===== config.mk =====
export PLATFORM = sky130hd
export DESIGN_NAME = stun_mapped_address_parser_flat
export DESIGN_NICKNAME = d
export VERILOG_FILES = /design/src/hdl/smap_pkg.sv /design/src/hdl/smap_if.sv /design/src/hdl/stun_mapped_address_parser.sv /design/src/flat_wrapper.sv
export SDC_FILE = /design/constraint.sdc
export NUM_CORES = 1
export LEC_CHECK = 0
export BUFFER_PORTS_ARGS = -buffer_cell sky130_fd_sc_hd__buf_2
export CAP_MARGIN = 0
export CORE_MARGIN = 2
export CORE_UTILIZATION = 30
export DETAILED_ROUTE_END_ITERATION = 16
export HOLD_SLACK_MARGIN = 0.03
export PLACE_DENSITY_LB_ADDON = 0.05
export REMOVE_ABC_BUFFERS = 1
export SLEW_MARGIN = 5
export SYNTH_ARGS = -nofsm -noshare
export SYNTH_HDL_FRONTEND = slang
export SYNTH_SLANG_ARGS = --single-unit

===== constraint.sdc =====
create_clock -name clk -period 7.9 [get_ports clk]
set_input_delay 0.79 -clock clk [delete_from_list [all_inputs] [get_ports clk]]
set_output_delay 0.79 -clock clk [all_outputs]
set_load 0.01 [all_outputs]

===== src/hdl/smap_pkg.sv =====
// Types, constants and helpers shared by the STUN mapped-address parser files.
package smap_pkg;

  localparam logic [31:0] COOKIE          = 32'h2112A442;
  localparam logic [15:0] XOR_MAPPED_TYPE = 16'h0020;
  localparam logic [7:0]  FAMILY_IPV4     = 8'h01;
  localparam int          HEADER_BYTES    = 20;
  localparam logic [3:0]  OFFSET_IDLE     = 4'd12;
  localparam logic [16:0] START_MAX       = 17'h1FFFF;
  localparam logic [15:0] MIN_VALUE_LEN   = 16'd8;

  typedef enum logic [1:0] {
    STATUS_FOUND      = 2'd0,
    STATUS_BAD_HEADER = 2'd1,
    STATUS_NO_MAPPED  = 2'd2
  } status_t;

  // Expected cookie byte for packet bytes 4..7, picked by the low two bits.
  function automatic logic [7:0] cookie_byte(input logic [1:0] idx);
    logic [7:0] b;
    case (idx)
      2'd0:    b = COOKIE[31:24];
      2'd1:    b = COOKIE[23:16];
      2'd2:    b = COOKIE[15:8];
      2'd3:    b = COOKIE[7:0];
      default: b = COOKIE[7:0];
    endcase
    return b;
  endfunction

endpackage


===== src/hdl/smap_if.sv =====
// Valid/ready channel interfaces: packet bytes in, parse results out, config write.
interface smap_in_if;
  logic       valid;
  logic       ready;
  logic [7:0] data_byte;
  logic       last_byte;

  modport source (output valid, output data_byte, output last_byte, input ready);
  modport sink   (input valid, input data_byte, input last_byte, output ready);
endinterface

interface smap_out_if;
  logic             valid;
  logic             ready;
  smap_pkg::status_t status;
  logic [15:0]      mapped_port;
  logic [31:0]      mapped_address;
  logic             address_changed;

  modport source (output valid, output status, output mapped_port, output mapped_address,
                  output address_changed, input ready);
  modport sink   (input valid, input status, input mapped_port, input mapped_address,
                  input address_changed, output ready);
endinterface

interface smap_cfg_if;
  logic valid;
  logic ready;
  logic pad_to_four;

  modport source (output valid, output pad_to_four, input ready);
  modport sink   (input valid, input pad_to_four, output ready);
endinterface


===== src/hdl/stun_mapped_address_parser.sv =====
// Top level: byte-serial STUN response parser that extracts the XOR-mapped IPv4 address.
//
//   channel  dir  fields                                                 beat
//   cfg      in   pad_to_four                                            valid & ready
//   pkt      in   data_byte, last_byte                                   valid & ready
//   res      out  status, mapped_port, mapped_address, address_changed   valid & ready
//
// One byte per cycle while pkt.ready is high: each accepted byte updates the parse state in the same cycle.
// A byte marked last loads the result register; the result shows in the following cycle.
// pkt.ready drops only in reset or while a result waits and res.ready is low (one-entry output register).
// Synchronous reset clears the parse state and stored public address and sets pad_to_four to 1.
// Bytes at position 2**POSITION_BITS-1 and beyond are not parsed; only their last mark
// is obeyed.
module stun_mapped_address_parser #(
  parameter int POSITION_BITS = 16
) (
  input logic       clk,
  input logic       rst,
  smap_cfg_if.sink  cfg,
  smap_in_if.sink   pkt,
  smap_out_if.source res
);

  localparam logic [POSITION_BITS-1:0] POS_MAX   = '1;
  localparam logic [POSITION_BITS-1:0] HDR_BYTES = POSITION_BITS'(smap_pkg::HEADER_BYTES);
  localparam logic [16:0]              HDR_START = 17'(smap_pkg::HEADER_BYTES);

  logic                     pad_to_four;
  logic [POSITION_BITS-1:0] byte_position;
  logic [16:0]              next_attribute_start;
  logic                     cookie_ok;
  logic [31:0]              attribute_header;
  logic [7:0]               candidate_family;
  logic [47:0]              captured_port_address;
  logic                     found_mapped;
  logic [47:0]              stored_public_address;
  logic [3:0]               attr_offset;
  logic                     res_valid;

  logic [POSITION_BITS-1:0] byte_position_next;
  logic [16:0]              next_attribute_start_next;
  logic                     cookie_ok_next;
  logic [31:0]              attribute_header_next;
  logic [7:0]               candidate_family_next;
  logic [47:0]              captured_port_address_next;
  logic                     found_mapped_next;
  logic [3:0]               attr_offset_next;

  logic                     at_start;
  logic [3:0]               eff_offset;
  logic [15:0]              raw_len;
  logic [16:0]              pad_len;
  logic [17:0]              next_start_sum;
  logic                     candidate;
  logic [47:0]              decoded;
  smap_pkg::status_t        status_next;

  logic                     pkt_beat;
  logic                     cfg_beat;

  assign pkt.ready = !rst && (!res_valid || res.ready);
  assign cfg.ready = !rst;
  assign pkt_beat  = pkt.valid && pkt.ready;
  assign cfg_beat  = cfg.valid && cfg.ready;
  assign res.valid = res_valid;

  always_comb begin
    byte_position_next         = byte_position;
    next_attribute_start_next  = next_attribute_start;
    cookie_ok_next             = cookie_ok;
    attribute_header_next      = attribute_header;
    candidate_family_next      = candidate_family;
    captured_port_address_next = captured_port_address;
    found_mapped_next          = found_mapped;
    attr_offset_next           = attr_offset;
    at_start                   = 1'b0;
    eff_offset                 = attr_offset;
    raw_len                    = '0;
    pad_len                    = '0;
    next_start_sum             = '0;
    candidate                  = 1'b0;

    if (byte_position != POS_MAX) begin
      byte_position_next = byte_position + POSITION_BITS'(1);
      if (byte_position >= POSITION_BITS'(4) && byte_position <= POSITION_BITS'(7) &&
          pkt.data_byte != smap_pkg::cookie_byte(byte_position[1:0])) begin
        cookie_ok_next = 1'b0;
      end
      at_start   = {{(17-POSITION_BITS){1'b0}}, byte_position} == next_attribute_start;
      eff_offset = at_start ? 4'd0 : attr_offset;
      if (eff_offset < smap_pkg::OFFSET_IDLE) begin
        attr_offset_next = eff_offset + 4'd1;
        if (eff_offset < 4'd4) begin
          attribute_header_next = {attribute_header[23:0], pkt.data_byte};
          if (eff_offset == 4'd3) begin
            // Attribute header complete: locate the next one, decide whether to capture.
            raw_len        = attribute_header_next[15:0];
            pad_len        = pad_to_four ? (({1'b0, raw_len} + 17'd3) & ~17'd3)
                                         : {1'b0, raw_len};
            next_start_sum = {{(18-POSITION_BITS){1'b0}}, byte_position} + 18'd1
                             + {1'b0, pad_len};
            next_attribute_start_next = (next_start_sum > {1'b0, smap_pkg::START_MAX})
                                        ? smap_pkg::START_MAX : next_start_sum[16:0];
            candidate = (attribute_header_next[31:16] == smap_pkg::XOR_MAPPED_TYPE) &&
                        !found_mapped && (raw_len >= smap_pkg::MIN_VALUE_LEN);
            if (!candidate) begin
              attr_offset_next = smap_pkg::OFFSET_IDLE;
            end
          end
        end else if (eff_offset == 4'd5) begin
          candidate_family_next = pkt.data_byte;
        end else if (eff_offset >= 4'd6) begin
          captured_port_address_next = {captured_port_address[39:0], pkt.data_byte};
          if (eff_offset == 4'd11 && candidate_family == smap_pkg::FAMILY_IPV4) begin
            found_mapped_next = 1'b1;
          end
        end
      end
    end

    decoded = {captured_port_address_next[47:32] ^ smap_pkg::COOKIE[31:16],
               captured_port_address_next[31:0] ^ smap_pkg::COOKIE};
    if (!cookie_ok_next || byte_position_next < HDR_BYTES) begin
      status_next = smap_pkg::STATUS_BAD_HEADER;
    end else if (!found_mapped_next) begin
      status_next = smap_pkg::STATUS_NO_MAPPED;
    end else begin
      status_next = smap_pkg::STATUS_FOUND;
    end
  end

  always_ff @(posedge clk) begin
    if (rst) begin
      pad_to_four           <= 1'b1;
      stored_public_address <= '0;
      byte_position         <= '0;
      next_attribute_start  <= HDR_START;
      cookie_ok             <= 1'b1;
      attribute_header      <= '0;
      candidate_family      <= '0;
      captured_port_address <= '0;
      found_mapped          <= 1'b0;
      attr_offset           <= smap_pkg::OFFSET_IDLE;
      res_valid             <= 1'b0;
    end else begin
      if (cfg_beat) begin
        pad_to_four <= cfg.pad_to_four;
      end
      if (pkt_beat && pkt.last_byte) begin
        res_valid <= 1'b1;
      end else if (res.ready) begin
        res_valid <= 1'b0;
      end
      if (pkt_beat) begin
        if (pkt.last_byte) begin
          // Rearm for the next packet.
          byte_position         <= '0;
          next_attribute_start  <= HDR_START;
          cookie_ok             <= 1'b1;
          attribute_header      <= '0;
          candidate_family      <= '0;
          captured_port_address <= '0;
          found_mapped          <= 1'b0;
          attr_offset           <= smap_pkg::OFFSET_IDLE;
          if (status_next == smap_pkg::STATUS_FOUND) begin
            stored_public_address <= decoded;
          end
        end else begin
          byte_position         <= byte_position_next;
          next_attribute_start  <= next_attribute_start_next;
          cookie_ok             <= cookie_ok_next;
          attribute_header      <= attribute_header_next;
          candidate_family      <= candidate_family_next;
          captured_port_address <= captured_port_address_next;
          found_mapped          <= found_mapped_next;
          attr_offset           <= attr_offset_next;
        end
      end
    end
  end

  // Result payload; zero fields unless an address was found.
  always_ff @(posedge clk) begin
    if (pkt_beat && pkt.last_byte) begin
      res.status <= status_next;
      if (status_next == smap_pkg::STATUS_FOUND) begin
        res.mapped_port     <= decoded[47:32];
        res.mapped_address  <= decoded[31:0];
        res.address_changed <= decoded != stored_public_address;
      end else begin
        res.mapped_port     <= '0;
        res.mapped_address  <= '0;
        res.address_changed <= 1'b0;
      end
    end
  end

endmodule


===== src/flat_wrapper.sv =====
// flat-port wrapper written by rule: the top's interface ports become plain ports
module stun_mapped_address_parser_flat 
#(
  parameter int POSITION_BITS = 16
)
  (clk, rst, cfg_valid, cfg_pad_to_four, cfg_ready, pkt_valid, pkt_data_byte, pkt_last_byte, pkt_ready, res_valid, res_status, res_mapped_port, res_mapped_address, res_address_changed, res_ready);
  smap_cfg_if cfg_i ();
  smap_in_if pkt_i ();
  smap_out_if res_i ();
  input logic clk;
  input logic rst;
  input wire logic [$bits(cfg_i.valid)-1:0] cfg_valid;
  input wire logic [$bits(cfg_i.pad_to_four)-1:0] cfg_pad_to_four;
  output wire logic [$bits(cfg_i.ready)-1:0] cfg_ready;
  input wire logic [$bits(pkt_i.valid)-1:0] pkt_valid;
  input wire logic [$bits(pkt_i.data_byte)-1:0] pkt_data_byte;
  input wire logic [$bits(pkt_i.last_byte)-1:0] pkt_last_byte;
  output wire logic [$bits(pkt_i.ready)-1:0] pkt_ready;
  output wire logic [$bits(res_i.valid)-1:0] res_valid;
  output wire logic [$bits(res_i.status)-1:0] res_status;
  output wire logic [$bits(res_i.mapped_port)-1:0] res_mapped_port;
  output wire logic [$bits(res_i.mapped_address)-1:0] res_mapped_address;
  output wire logic [$bits(res_i.address_changed)-1:0] res_address_changed;
  input wire logic [$bits(res_i.ready)-1:0] res_ready;
  assign cfg_i.valid = cfg_valid;
  assign cfg_i.pad_to_four = cfg_pad_to_four;
  assign cfg_ready = cfg_i.ready;
  assign pkt_i.valid = pkt_valid;
  assign pkt_i.data_byte = pkt_data_byte;
  assign pkt_i.last_byte = pkt_last_byte;
  assign pkt_ready = pkt_i.ready;
  assign res_valid = res_i.valid;
  assign res_status = res_i.status;
  assign res_mapped_port = res_i.mapped_port;
  assign res_mapped_address = res_i.mapped_address;
  assign res_address_changed = res_i.address_changed;
  assign res_i.ready = res_ready;
  stun_mapped_address_parser #(.POSITION_BITS(POSITION_BITS)) u_core (.clk(clk), .rst(rst), .cfg(cfg_i), .pkt(pkt_i), .res(res_i));
endmodule

* After elaboration in Yosys (flattened, before gate mapping)
Index checks and enable logic that the tools add are counted. Widths: inputs -> output; s select.
Word-level totals: input port bits 15, flip-flop bits (word level) 220, output and inout bits 54, word-level logic and storage cells 118
Cells by class: $add $sub $neg 5, equality and inequality tests 13, reduce and logical (&&, ||, !) cells 28, bitwise gates (word level) 2, mux-type cells 47, $lt $le $gt $ge 8
Operators with widths (number):
- $mux 48 | 6
- $mux 17 | 7
- $mux 24 | 4
- $mux 8 | 6
- $ne 48x48->1 | 1
- $mux 16 | 2
- $pmux 8 s4 | 1
- $mux 4 | 7
- $add 18x17->18 | 1
- $gt 18x17->1 const B | 1
- $add 16x1->17 const B | 1
- $add 16x2->17 const B | 1
- $eq 16x17->1 | 1
- $add 16x1->16 const B | 1
- $eq 16x6->1 const B | 1
- $ge 16x3->1 const B | 1
- $ge 16x4->1 const B | 1
- $le 16x3->1 const B | 1
- $lt 16x5->1 const B | 1
- $ne 16x16->1 const B | 1
- $mux 1 | 12
- $reduce_bool 2->1 | 6
- $reduce_and 5->1 | 2
- $logic_and 1x1->1 | 9
- 20 further kinds | 28

* Longest topological paths before layout
Gate-level depths: netlist of the first run.
depth in word-level cells 14, mapped depth 18

* Worst setup path after synthesis of the first run
OpenSTA, ideal clock, no wires.
path kind input-to-reg, start point in pkt_data_byte[1], end point reg u_core.next_attribute_start[14], slack 3.987 ns, arrival 3.842 ns, data required time 7.830 ns, cell stages on the path 16, path buffers 2, cell sequence clkbuf_1 o2111a_1 nand4_1 nor2_1 and4_1 and2_1 and3_1 xor2_1 ha_1 nand2_1 o21ai_0 a21oi_1 a21oi_1 clkbuf_1 nor2_1 o2bb2ai_1
On the way: cells in the longest elaborated chain, start to end 10
Ends and longest elaborated chain:
- from (decl) | RTL line flat_wrapper.sv:16 | input wire logic [$bits(pkt_i.data_byte)-1:0] pkt_data_byte;
- $add 16x2->17 | RTL line stun_mapped_address_parser.sv:98 | pad_len = pad_to_four ? (({1'b0, raw_len} + 17'd3) & ~17'd3)
- $mux 17 * | RTL line stun_mapped_address_parser.sv:98
- $add 18x17->18 * | RTL line stun_mapped_address_parser.sv:101 | + {1'b0, pad_len};
- $gt 18x17->1 | RTL line stun_mapped_address_parser.sv:102 | next_attribute_start_next = (next_start_sum > {1'b0, smap_pkg::START_MAX})
- $mux 17 * | RTL line stun_mapped_address_parser.sv:103 | ? smap_pkg::START_MAX : next_start_sum[16:0];
- $mux 17 * | RTL line stun_mapped_address_parser.sv:95 | if (eff_offset == 4'd3) begin
- $mux 17 * | RTL line stun_mapped_address_parser.sv:93 | if (eff_offset < 4'd4) begin
- $mux 17 * | RTL line stun_mapped_address_parser.sv:91 | if (eff_offset < smap_pkg::OFFSET_IDLE) begin
- $mux 17 * | RTL line stun_mapped_address_parser.sv:83 | if (byte_position != POS_MAX) begin
- $mux 17 * | RTL line stun_mapped_address_parser.sv:155 | if (pkt.last_byte) begin
- to (signal assigned) | RTL line stun_mapped_address_parser.sv:170 | next_attribute_start <= next_attribute_start_next;
- to (decl) | RTL line stun_mapped_address_parser.sv:30 | logic [16:0] next_attribute_start;
Every way passes the cells marked *; elsewhere a longest branch is shown, timed or not. The select of a mux whose other input is x is not followed. A chain may end at the register's enable or synchronous reset.

* Worst setup path after layout of the first run
start point reg u_core.byte_position[14], end point reg u_core.res.address_changed (data pin)
On the way: cells in the longest elaborated chain, start to end 13, elaborated cells between the ends (all ways) 37, classes of those cells 1 x add/sub; 6 x order compare; 5 x eq/ne; 17 x mux; 2 x bitwise; 6 x reduce/logical
Ends and longest elaborated chain:
- from (decl) | RTL line stun_mapped_address_parser.sv:29 | logic [POSITION_BITS-1:0] byte_position;
- from (signal assigned) | RTL line stun_mapped_address_parser.sv:169 | byte_position <= byte_position_next;
- branches (longest 13 deep; another with $add 16x1->16)
- to (signal assigned) | RTL line stun_mapped_address_parser.sv:189 | res.address_changed <= decoded != stored_public_address;
- to (decl) | RTL line smap_if.sv:21 | output address_changed, input ready);
Parallel ways; which one is timed is not known.

==> results.ini, run 1 <==
[floorplan]
die_y_um=207
ios=69
die-area_mm2=0.0427
core_mm2=0.0406
start_util_pct=30.3
fp-row-count=74
die_w_um=207

[yosys]
synth_xor_area_share_pct=7.18
synth_area_leader_cell=dfxtp_1
ys_async_sr_fraction_pct=0
synth_ff_type=dfxtp_1
synth_area_leaders=dfxtp_1 27%, edfxtp_1 12%, nor2_1 7.0%, mux2i_1 4.4%, xor2_1 3.8%
yosysWarnings=0
avgSynthCellArea_um2=8.98
synthMuxAreaShare_pct=4.60
ys_seq_area_share_pct=39.9
synth-simple-area-share_pct=18.7
syn-cell-area_mm2=0.0123
synthCells=1371
ys_top_cells_by_count=231 x nor2_1, 169 x dfxtp_1, 82 x a21oi_1
synth_edf_count=51
synth_top_family_by_area=compound AO/OA/AOI/OAI gates
synth-compound-area-share_pct=20.5
synth-adder-area-share_pct=2.60
yosysUniqueCellTypes=88
synth.most_common_cell=nor2_1
yosysTopAreaCellShare_pct=27.5
ys_ff_latch=220

[clock_tree]
clk_path_buf_depth=3
cts_inserted_buffers=28
clk_transition_reported_paths_ns=0.06
cts-root-buf=clkbuf_16
cts_resized=0
cts_tree=built
cts_sinks=220
htreeDepth=1
cts_hold_buf=0
insertion_delay_ns=0.55
post_cts_buffers=0

[timing]
worstMarginPinSlew_ns=1.09
slew_headroom_pct=27.3
rsz0062_at_grt=false
fin_crit_sh_pct=62.9
period_needed_ns=4.97
final_hold_viol_count=0
fmax_mhz=201
worst_clock_skew_ns=0.0160
setup_viol=0
slew_violations=0
setup_tns_ns=0

[critical_path]
crit_slowest_cell=nor2_2
endpoint_kind=flop
critPathMaxStageDelay_ns=0.62
path_max_fanout=44
crit_arrival_ns=5.23
worstSetupStartpointType=flop
worst_ep_required_time_ns=8.16
worstPathCellList=xor2_1 -> nor4_4 -> and2_0 -> nand2_1 -> and2_1 -> ha_1 -> nor2_1 -> a31oi_1 -> nor2_2 -> o21ai_4 -> buf_4 -> a211o_1 -> nor4b_1 -> a21o_1 -> a31oi_1
crit_top_cell=a31oi_1
path_class=flop to flop

[finish]
layout-drive-gt1-share_pct=14.3
synthToLayoutAreaGrowth_pct=12.4
diodes=0
layout.cells.non_filler=1916
nets=1402

[detailed_routing]
vias_per_cell=5.20
routedWlPerCell_um=21.4
ant_nets=0
post-route-drc-count=0
dr_total_vias=9968
drt_iter0_markers=608
firstDrtPassIters=5
route.final.wire_length_mm=41.0

[grt]
grt_pass1_vias=9802
grtUsageTotal_pct=19.3
antenna_found_initial=0
grt_max_degree=84
grt_pass1_wl_mm=62.6
overflow=0

[outcome]
status=finished clean

[min_path]
min_path_type=input pin to flop

[placement]
dp_cells=1864
gp_congestion=0.880
placement.io_buffers=68
place_hpwl_mm=28.8

[power]
p_leak_uw=0.00518
peakVddDrop_mv=0.134
powerDensity_mw_per_mm2=190

[flow_run]
maxCapViolCount=0

==> power breakdown <==
| group | switching, µW | leakage, µW | internal [µW] | total [µW] |
|---|---|---|---|---|
| Sequential | 4.51 | 0.00188 | 1150 | 1160 |
| Combinational | 80.8 | 0.00282 | 31.6 | 112 |
| Clock | 511 | 0.000487 | 840 | 1350 |
==> path summary, 6_finish.rpt <==
kind	slack, ns	endpoint	startpoint	cells after the start
setup / recovery	2.93	u_core.res.address_changed$_SDFFCE_PP0P_	u_core.byte_position[14]$_SDFFE_PP0P_	15
hold / removal	0.46	u_core.pad_to_four$_SDFFE_PP1P_	cfg_pad_to_four	3
setup reg to reg	2.93	u_core.res.address_changed$_SDFFCE_PP0P_	u_core.byte_position[14]$_SDFFE_PP0P_	15
hold reg to reg	0.48	u_core.next_attribute_start[0]$_SDFFE_PP0P_	u_core.next_attribute_start[0]$_SDFFE_PP0P_	1
==> cell type report <==
| type | count | area (µm²) |
|---|---|---|
| tap | 532 | 666 |
| sequential | 220 | 4910 |
| inverter | 50 | 188 |
| multi-input combinational | 981 | 6630 |
| fill | 4202 | 26800 |
| clock buffer | 42 | 855 |
| clock inverter | 10 | 128 |
| timing repair buffer | 81 | 457 |
==> layout by cell type, fill, tap and decap left out, types with 9 or more instances in the layout <==
master and n:
inv_1 47, a22oi_1 53, nand2_1 60, o22ai_1 18
buf_4 12, nor2b_1 24, edfxtp_1 51, o2bb2ai_1 13
o21ai_0 24, dfxtp_1 169, nand2b_1 10, a211oi_1 10
buf_2 67, clkbuf_16 29, a21oi_1 82, xnor2_1 46
nor2_1 231, xor2_1 53, nand4_1 15, nor3_1 21
a211oi_2 37, and3_1 11, o211ai_1 9, a31oi_1 15
ha_1 24, nor3b_1 17, nand3_1 14, mux2i_1 54
nor4_1 20
==> worst max-delay path: cells and delay by family (launching register included) <==
family,cells,cell delay (ns)
simple gates,7,2.37
compound gates,5,0.94
flops,1,0.57
buf+inv,1,0.39
fa+ha+maj,1,0.20
xor+xnor,1,0.18
==> registers in the layout, summed over array words and instances (netlist names) <==
register                      count
u_core.byte_position             16
u_core.res.mapped_address        32
u_core.stored_public_address     48
u_core.res.valid                  1
u_core.captured_port_address     48
u_core.res.mapped_port           16
u_core.res.address_changed        1
u_core.next_attribute_start      17
u_core.cookie_ok                  1
u_core.attribute_header          24
u_core.attr_offset                4
u_core.res.status                 2
u_core.pad_to_four                1
u_core.found_mapped               1
u_core.candidate_family           8
==> layer usage <==
metal | part of all wire, % | global-route usage (%) | up-vias
li1 | - | - | 4890
met4 | 2.4 | 5.56 | 0
met1 | 45 | 25.4 | 4828
met2 | 49 | 33.5 | 199
met5 | 0 | 0 | -
met3 | 3.6 | 2.23 | 51
==> kinds of logic after synthesis <==
group                    Yosys count
AND/OR/NAND/NOR                  467
AO/OA/AOI/OAI                    333
adder cells (fa/ha/maj)           25
flip-flops                       220
buffers and inverters            170
XOR/XNOR                         100
multiplexers                      56
==> metrics by stage <==
| step | hold WS [ns] | power (µW) | worst slack (ns) | area, µm² | utilization (%) |
|---|---|---|---|---|---|
| 6_report | 0.463 | 2620 | 2.93 | 13800 | 34.0 |
| 5_1_grt | 0.477 | 2720 | 2.55 | 13800 | 34.0 |
| 4_1_cts | 0.441 | 2660 | 2.89 | 13800 | 34.0 |
| 3_5_place_dp | 0.472 | 1300 | 2.95 | 12900 | 31.6 |
| 3_3_place_gp | 0.454 | 1300 | 3.09 | 12900 | 31.6 |
| 2_1_floorplan | 0.433 | 1240 | 0.443 | 11700 | - |
No activity file was read; power rests on OpenSTA's default activity.
==> run 2, diff against run 1 <==
--- a/config.mk
+++ b/config.mk
@@ -5,6 +5,7 @@
 export SDC_FILE = /design/constraint.sdc
 export NUM_CORES = 1
 export LEC_CHECK = 0
+export ABC_AREA = 1
 export BUFFER_PORTS_ARGS = -buffer_cell sky130_fd_sc_hd__buf_2
 export CAP_MARGIN = 0
 export CORE_MARGIN = 2
==> constraint.sdc (replaced) <==
create_clock -name clk -period 4.7 [get_ports clk]
set_input_delay 0.47 -clock clk [delete_from_list [all_inputs] [get_ports clk]]
set_output_delay 0.47 -clock clk [all_outputs]
set_load 0.01 [all_outputs]
==> results.ini, run 2 <==
[outcome]
status=finished clean

[floorplan]
die_w_um=206
fp-row-count=73
core_mm2=0.0399
start_util_pct=30.5
die-area_mm2=0.0422
die_y_um=206
ios=69

[clock_tree]
cts_sinks=220
post_cts_buffers=0
clk_path_buf_depth=3
cts-root-buf=clkbuf_16
htreeDepth=1
cts_resized=0
insertion_delay_ns=0.57
cts_inserted_buffers=28
clk_transition_reported_paths_ns=0.06
cts_hold_buf=0
cts_tree=built

[grt]
overflow=0
grt_max_degree=76
antenna_found_initial=0
grt_pass1_vias=11000
grtUsageTotal_pct=18.8
grt_pass1_wl_mm=62.4

[detailed_routing]
dr_total_vias=11100
routedWlPerCell_um=17.0
vias_per_cell=4.84
route.final.wire_length_mm=39.2
post-route-drc-count=0
drt_iter0_markers=681
firstDrtPassIters=5
ant_nets=0

[placement]
placement.io_buffers=68
gp_congestion=0.821
placed_area_mm2=0.0130
place_hpwl_mm=25.1

[finish]
design_area_mm2=0.0139
fill_cells=4313
largestRegisters=u_core.captured_port_address: 48 flops, u_core.stored_public_address: 48 flops, u_core.res.mapped_address: 32 flops
diodes=0
final_cell_mix=486 x nand2_1, 202 x inv_1, 169 x dfxtp_1
synthToLayoutAreaGrowth_pct=14.3
final_core_util_pct=34.9
nets=1794
layout_commonest_cell=nand2_1
layout-drive-gt1-share_pct=11.4

[yosys]
synth.most_common_cell=nand2_1
ys_seq_area_share_pct=40.3
avgSynthCellArea_um2=7.06
yosysUniqueCellTypes=49
synth_area_leader_cell=dfxtp_1
yosysTopAreaCellShare_pct=27.8
synth_area_leaders=dfxtp_1 28%, nand2_1 15%, edfxtp_1 13%, a21oi_1 6.6%, inv_1 6.2%
syn-cell-area_mm2=0.0122
synth_ff_type=dfxtp_1
ys_ff_latch=220
synth_edf_count=51
synthCells=1726
ys_async_sr_fraction_pct=0
ys_top_cells_by_count=488 x nand2_1, 202 x inv_1, 169 x dfxtp_1
yosysWarnings=0

[power]
pwr-share-comb_pct=12.1
p_switching_uw=1340
p_clk_share_pct=46.4
peakVddDrop_mv=0.233
power.internal_uw=3400
power_frac_seq_pct=41.5
powerDensity_mw_per_mm2=341
p_leak_uw=0.00583
power.share.switching_pct=28.4

[timing]
rsz0062_at_grt=false
slew_violations=0
period_needed_ns=3.93
worst_clock_skew_ns=0.0180
slew_headroom_pct=36.3
fin_crit_sh_pct=83.7
whs_ns=0.109
fmax_mhz=254
setup_viol=0
final_hold_viol_count=0
worstMarginPinSlew_ns=0.956

[critical_path]
regToRegSetupSlack_ns=0.77
path_max_fanout=41
path_class=flop to flop
crit_arrival_ns=4.37
endpoint_kind=flop
worstSetupStartpointType=flop
worst_ep_required_time_ns=5.14

[min_path]
min_path_type=input pin to flop

[flow_run]
maxCapViolCount=0

==> run 2: cell count changes after synthesis, sizes merged, moves of 32 or more <==
cell / previous run / this run
nand2: 61 / 490
nor2: 234 / 135
mux2i: 54 / 0
o21ai: 26 / 58
inv: 50 / 212
xnor2: 47 / 10
nand4: 15 / 64
a21oi: 83 / 185
nand3: 19 / 161
a211oi: 47 / 6
a22oi: 53 / 0
==> run 2: kinds of logic after synthesis <==
group | share of synthesized area, %
fa+ha+maj | 2.63
compound gates | 12.1
buf+inv | 10.1
simple gates | 32.1
xor+xnor | 2.80
flops | 40.3
==> run 2: worst paths after layout <==
path | from | to | cells past startpoint
setup / recovery | u_core.byte_position[15]$_SDFFE_PP0P_ | u_core.stored_public_address[42]$_SDFFE_PP0P_ | 17
setup reg to reg | u_core.byte_position[15]$_SDFFE_PP0P_ | u_core.stored_public_address[42]$_SDFFE_PP0P_ | 17
hold reg to reg | u_core.captured_port_address[33]$_SDFFE_PP0P_ | u_core.captured_port_address[33]$_SDFFE_PP0P_ | 2
hold / removal | cfg_valid | u_core.pad_to_four$_SDFFE_PP1P_ | 2
==> run 2: metal layers <==
layer / up-vias / track usage, % / wire, µm
met5: - / 0 / 0
met3: 39 / 2.23 / 1540
met4: 0 / 3.67 / 512
met1: 5237 / 27.7 / 20000
met2: 184 / 29.4 / 17200
li1: 5681 / - / -
==> run 2: power by group through the flow <==
stage | clock [µW] | sequential (µW) | combinational [µW]
after detailed placement | 0 | 2010 | 576
after CTS | 2270 | 1970 | 579
after floorplan | 0 | 2010 | 363
final | 2200 | 1970 | 573
after global routing | 2350 | 1970 | 648
after global placement | 0 | 2010 | 581
==> run 2: metrics by stage <==
step	worst slack (ns)	instances	power [µW]	TNS [ns]
floorplan	-0.534	1636	2370	-31.41
global placement	0.572	2249	2590	0
detailed placement	0.525	2249	2580	0
CTS	0.742	2301	4820	0
global route	0.238	2301	4970	0
finish	0.765	2301	4740	0
==> run 2: area by class of cell <==
| class | instances | area [µm²] | area share, % |
|---|---|---|---|
| Inverter | 213 | 800 | 5.74 |
| Clock inverter | 20 | 189 | 1.36 |
| Multi-Input combinational cell | 1203 | 6060 | 43.5 |
| Clock buffer | 32 | 746 | 5.36 |
| Tap cell | 525 | 657 | 4.72 |
| Sequential cell | 220 | 4910 | 35.3 |
| Timing Repair Buffer | 88 | 556 | 3.99 |
==> run 2: critical path, cell delays in order, from the launching register on <==
cell and delay, ns:
dfxtp_1 0.49, inv_1 0.13, a21oi_1 0.14, nand3_1 0.10
nor2_1 0.23, nand3_2 0.23, nand2_1 0.14, inv_1 0.06
ha_1 0.22, a21oi_4 0.32, nand3_4 0.12, nor2_1 0.33
nor2_2 0.14, nor2_8 0.27, buf_4 0.57, nand3_1 0.13
nand2_1 0.11, a21oi_1 0.05
==> run 3, diff against run 2 <==
==> constraint.sdc (replaced) <==
create_clock -name clk -period 3.78 [get_ports clk]
set_input_delay 0.378 -clock clk [delete_from_list [all_inputs] [get_ports clk]]
set_output_delay 0.378 -clock clk [all_outputs]
set_load 0.01 [all_outputs]
==> results.ini, run 3 (synthesis results as in run 2) <==
[outcome]
status=finished clean

[detailed_routing]
ant_nets=0
vias_per_cell=4.75
routedWlPerCell_um=16.4
firstDrtPassIters=5
drt_iter0_markers=710
post-route-drc-count=0
dr_total_vias=11300
route.final.wire_length_mm=38.9

[min_path]
min_path_type=input pin to flop
min_path_cells=2
hold_end=u_core.pad_to_four$_SDFFE_PP1P_
worstHoldStart=cfg_valid

[critical_path]
worst_ep_required_time_ns=4.23
endpoint_kind=flop
reg2reg_to=u_core.next_attribute_start[4]$_SDFFE_PP1P_
crit_arrival_ns=3.95
regToRegSetupSlack_ns=0.28
reg2reg_depth=24
path_max_fanout=5
path_class=flop to flop
worstSetupStartpointType=flop
r2r-start=u_core.pad_to_four$_SDFFE_PP1P_

[floorplan]
die-area_mm2=0.0422
fp-row-count=73
start_util_pct=30.5
ios=69
die_y_um=206
die_w_um=206
core_mm2=0.0399

[placement]
gp_congestion=0.790
placed_area_mm2=0.0134
place_hpwl_mm=25.8
placement.io_buffers=68

[grt]
grt_max_degree=60
grt_pass1_vias=10800
grt_pass1_wl_mm=60.8
overflow=0
antenna_found_initial=0
grtUsageTotal_pct=18.3

[finish]
final_core_util_pct=36.5
synthToLayoutAreaGrowth_pct=19.7
nets=1868
layout-drive-gt1-share_pct=16.7
layout_commonest_cell=nand2_1
diodes=0
largestRegisters=u_core.captured_port_address: 48 flops, u_core.stored_public_address: 48 flops, u_core.res.mapped_address: 32 flops
fill_cells=4253
register_area_mm2=0.00492
final_cell_mix=478 x nand2_1, 197 x inv_1, 165 x dfxtp_1
design_area_mm2=0.0146
multiInputGateArea_mm2=0.00616

[clock_tree]
clk_transition_reported_paths_ns=0.06
cts_inserted_buffers=28
insertion_delay_ns=0.57
cts-root-buf=clkbuf_16
htreeDepth=1
cts_sinks=220
cts_tree=built
clk_path_buf_depth=3
cts_hold_buf=0

[timing]
slew_violations=0
slew_headroom_pct=47.2
fin_crit_sh_pct=92.5
worst_clock_skew_ns=0.0187
period_needed_ns=3.50
worstMarginPinSlew_ns=0.793
final_hold_viol_count=0
rsz0062_at_grt=true
setup_viol=0
fmax_mhz=286

[power]
p_leak_uw=0.00619
peakVddDrop_mv=0.290
powerDensity_mw_per_mm2=401

[flow_run]
maxCapViolCount=0

==> run 3: cell types whose count changed in the layout (fill, tap and decap cells not counted), sizes merged <==
cell	change
nand3	+1
buf	+71
clkinvlp	-1
clkbuf	+7
clkinv	-3
bufinv	-2
==> run 3: stage by stage <==
stage	hold slack, ns	TNS (ns)	instances	worst slack [ns]	total power (µW)
after floorplan	0.429	-144.92	1636	-1.45	2950
after global placement	0.449	-0.244	2310	-0.0399	3280
after detailed placement	0.454	-1.08	2310	-0.0963	3270
after CTS	0.0308	0	2361	0.0979	5910
after global routing	0.0507	-0.500	2374	-0.0645	6150
final	0.0374	0	2374	0.282	5840
==> run 3: worst max-delay path: stages, from the launching register on <==
cell and delay [ns]:
dfxtp_2 0.34, inv_2 0.04, a21oi_2 0.12, nand2_1 0.10, nor3_2 0.21, nand2_1 0.10, nor3_2 0.21, inv_1 0.08
nor2_2 0.14, inv_2 0.06, nor2_4 0.12, nand2_2 0.08, nor2_4 0.10, nand2_2 0.08, nor2_4 0.14, nand2_2 0.07
xor2_1 0.16, ha_1 0.35, inv_2 0.07, o21bai_1 0.07, a21oi_1 0.17, nand2_2 0.13, inv_2 0.12, a32oi_1 0.09
or2_1 0.23
==> run 3: cell type report <==
class,instances,share of cell area (%)
inverters,213,5.48
flip-flops and latches,220,33.7
clock buffers,37,5.24
repair buffers,161,8.05
well taps,525,4.50
clock inverters,14,0.781
multi-input cells,1204,42.2
==> run 3: how the worst max path moves through the flow <==
stage	startpoint	cells past startpoint	slack (ns)	to
global placement	pkt_data_byte[1]	27	-0.04	u_core.next_attribute_start[13]$_SDFFE_PP0P_
detailed placement	pkt_data_byte[1]	27	-0.1	u_core.next_attribute_start[13]$_SDFFE_PP0P_
finish	u_core.pad_to_four$_SDFFE_PP1P_	24	0.28	u_core.next_attribute_start[4]$_SDFFE_PP1P_
global route	u_core.pad_to_four$_SDFFE_PP1P_	26	-0.06	u_core.next_attribute_start[13]$_SDFFE_PP0P_
floorplan	u_core.byte_position[1]$_SDFFE_PP0P_	17	-1.45	u_core.stored_public_address[0]$_SDFFE_PP0P_
CTS	u_core.pad_to_four$_SDFFE_PP1P_	26	0.1	u_core.next_attribute_start[13]$_SDFFE_PP0P_
==> run 3: repair_timing <==
item | CTS | global route
buffers inserted | 0 | 10
gates resized for setup | 0 | 52
endpoints found under the setup margin | 0 | 18
==> run 3: per-layer routing <==
layer  track usage, %  wire length [µm]
met1             26.9             19900
met2             28.8             16800
met3             2.22              1640
met4             3.57               493
met5                0                 0
==> run 3: power by group <==
part / total (µW) / internal, µW / switching, µW
clock: 2590 / 1490 / 1100
combinational: 807 / 255 / 552
sequential: 2450 / 2430 / 20.4
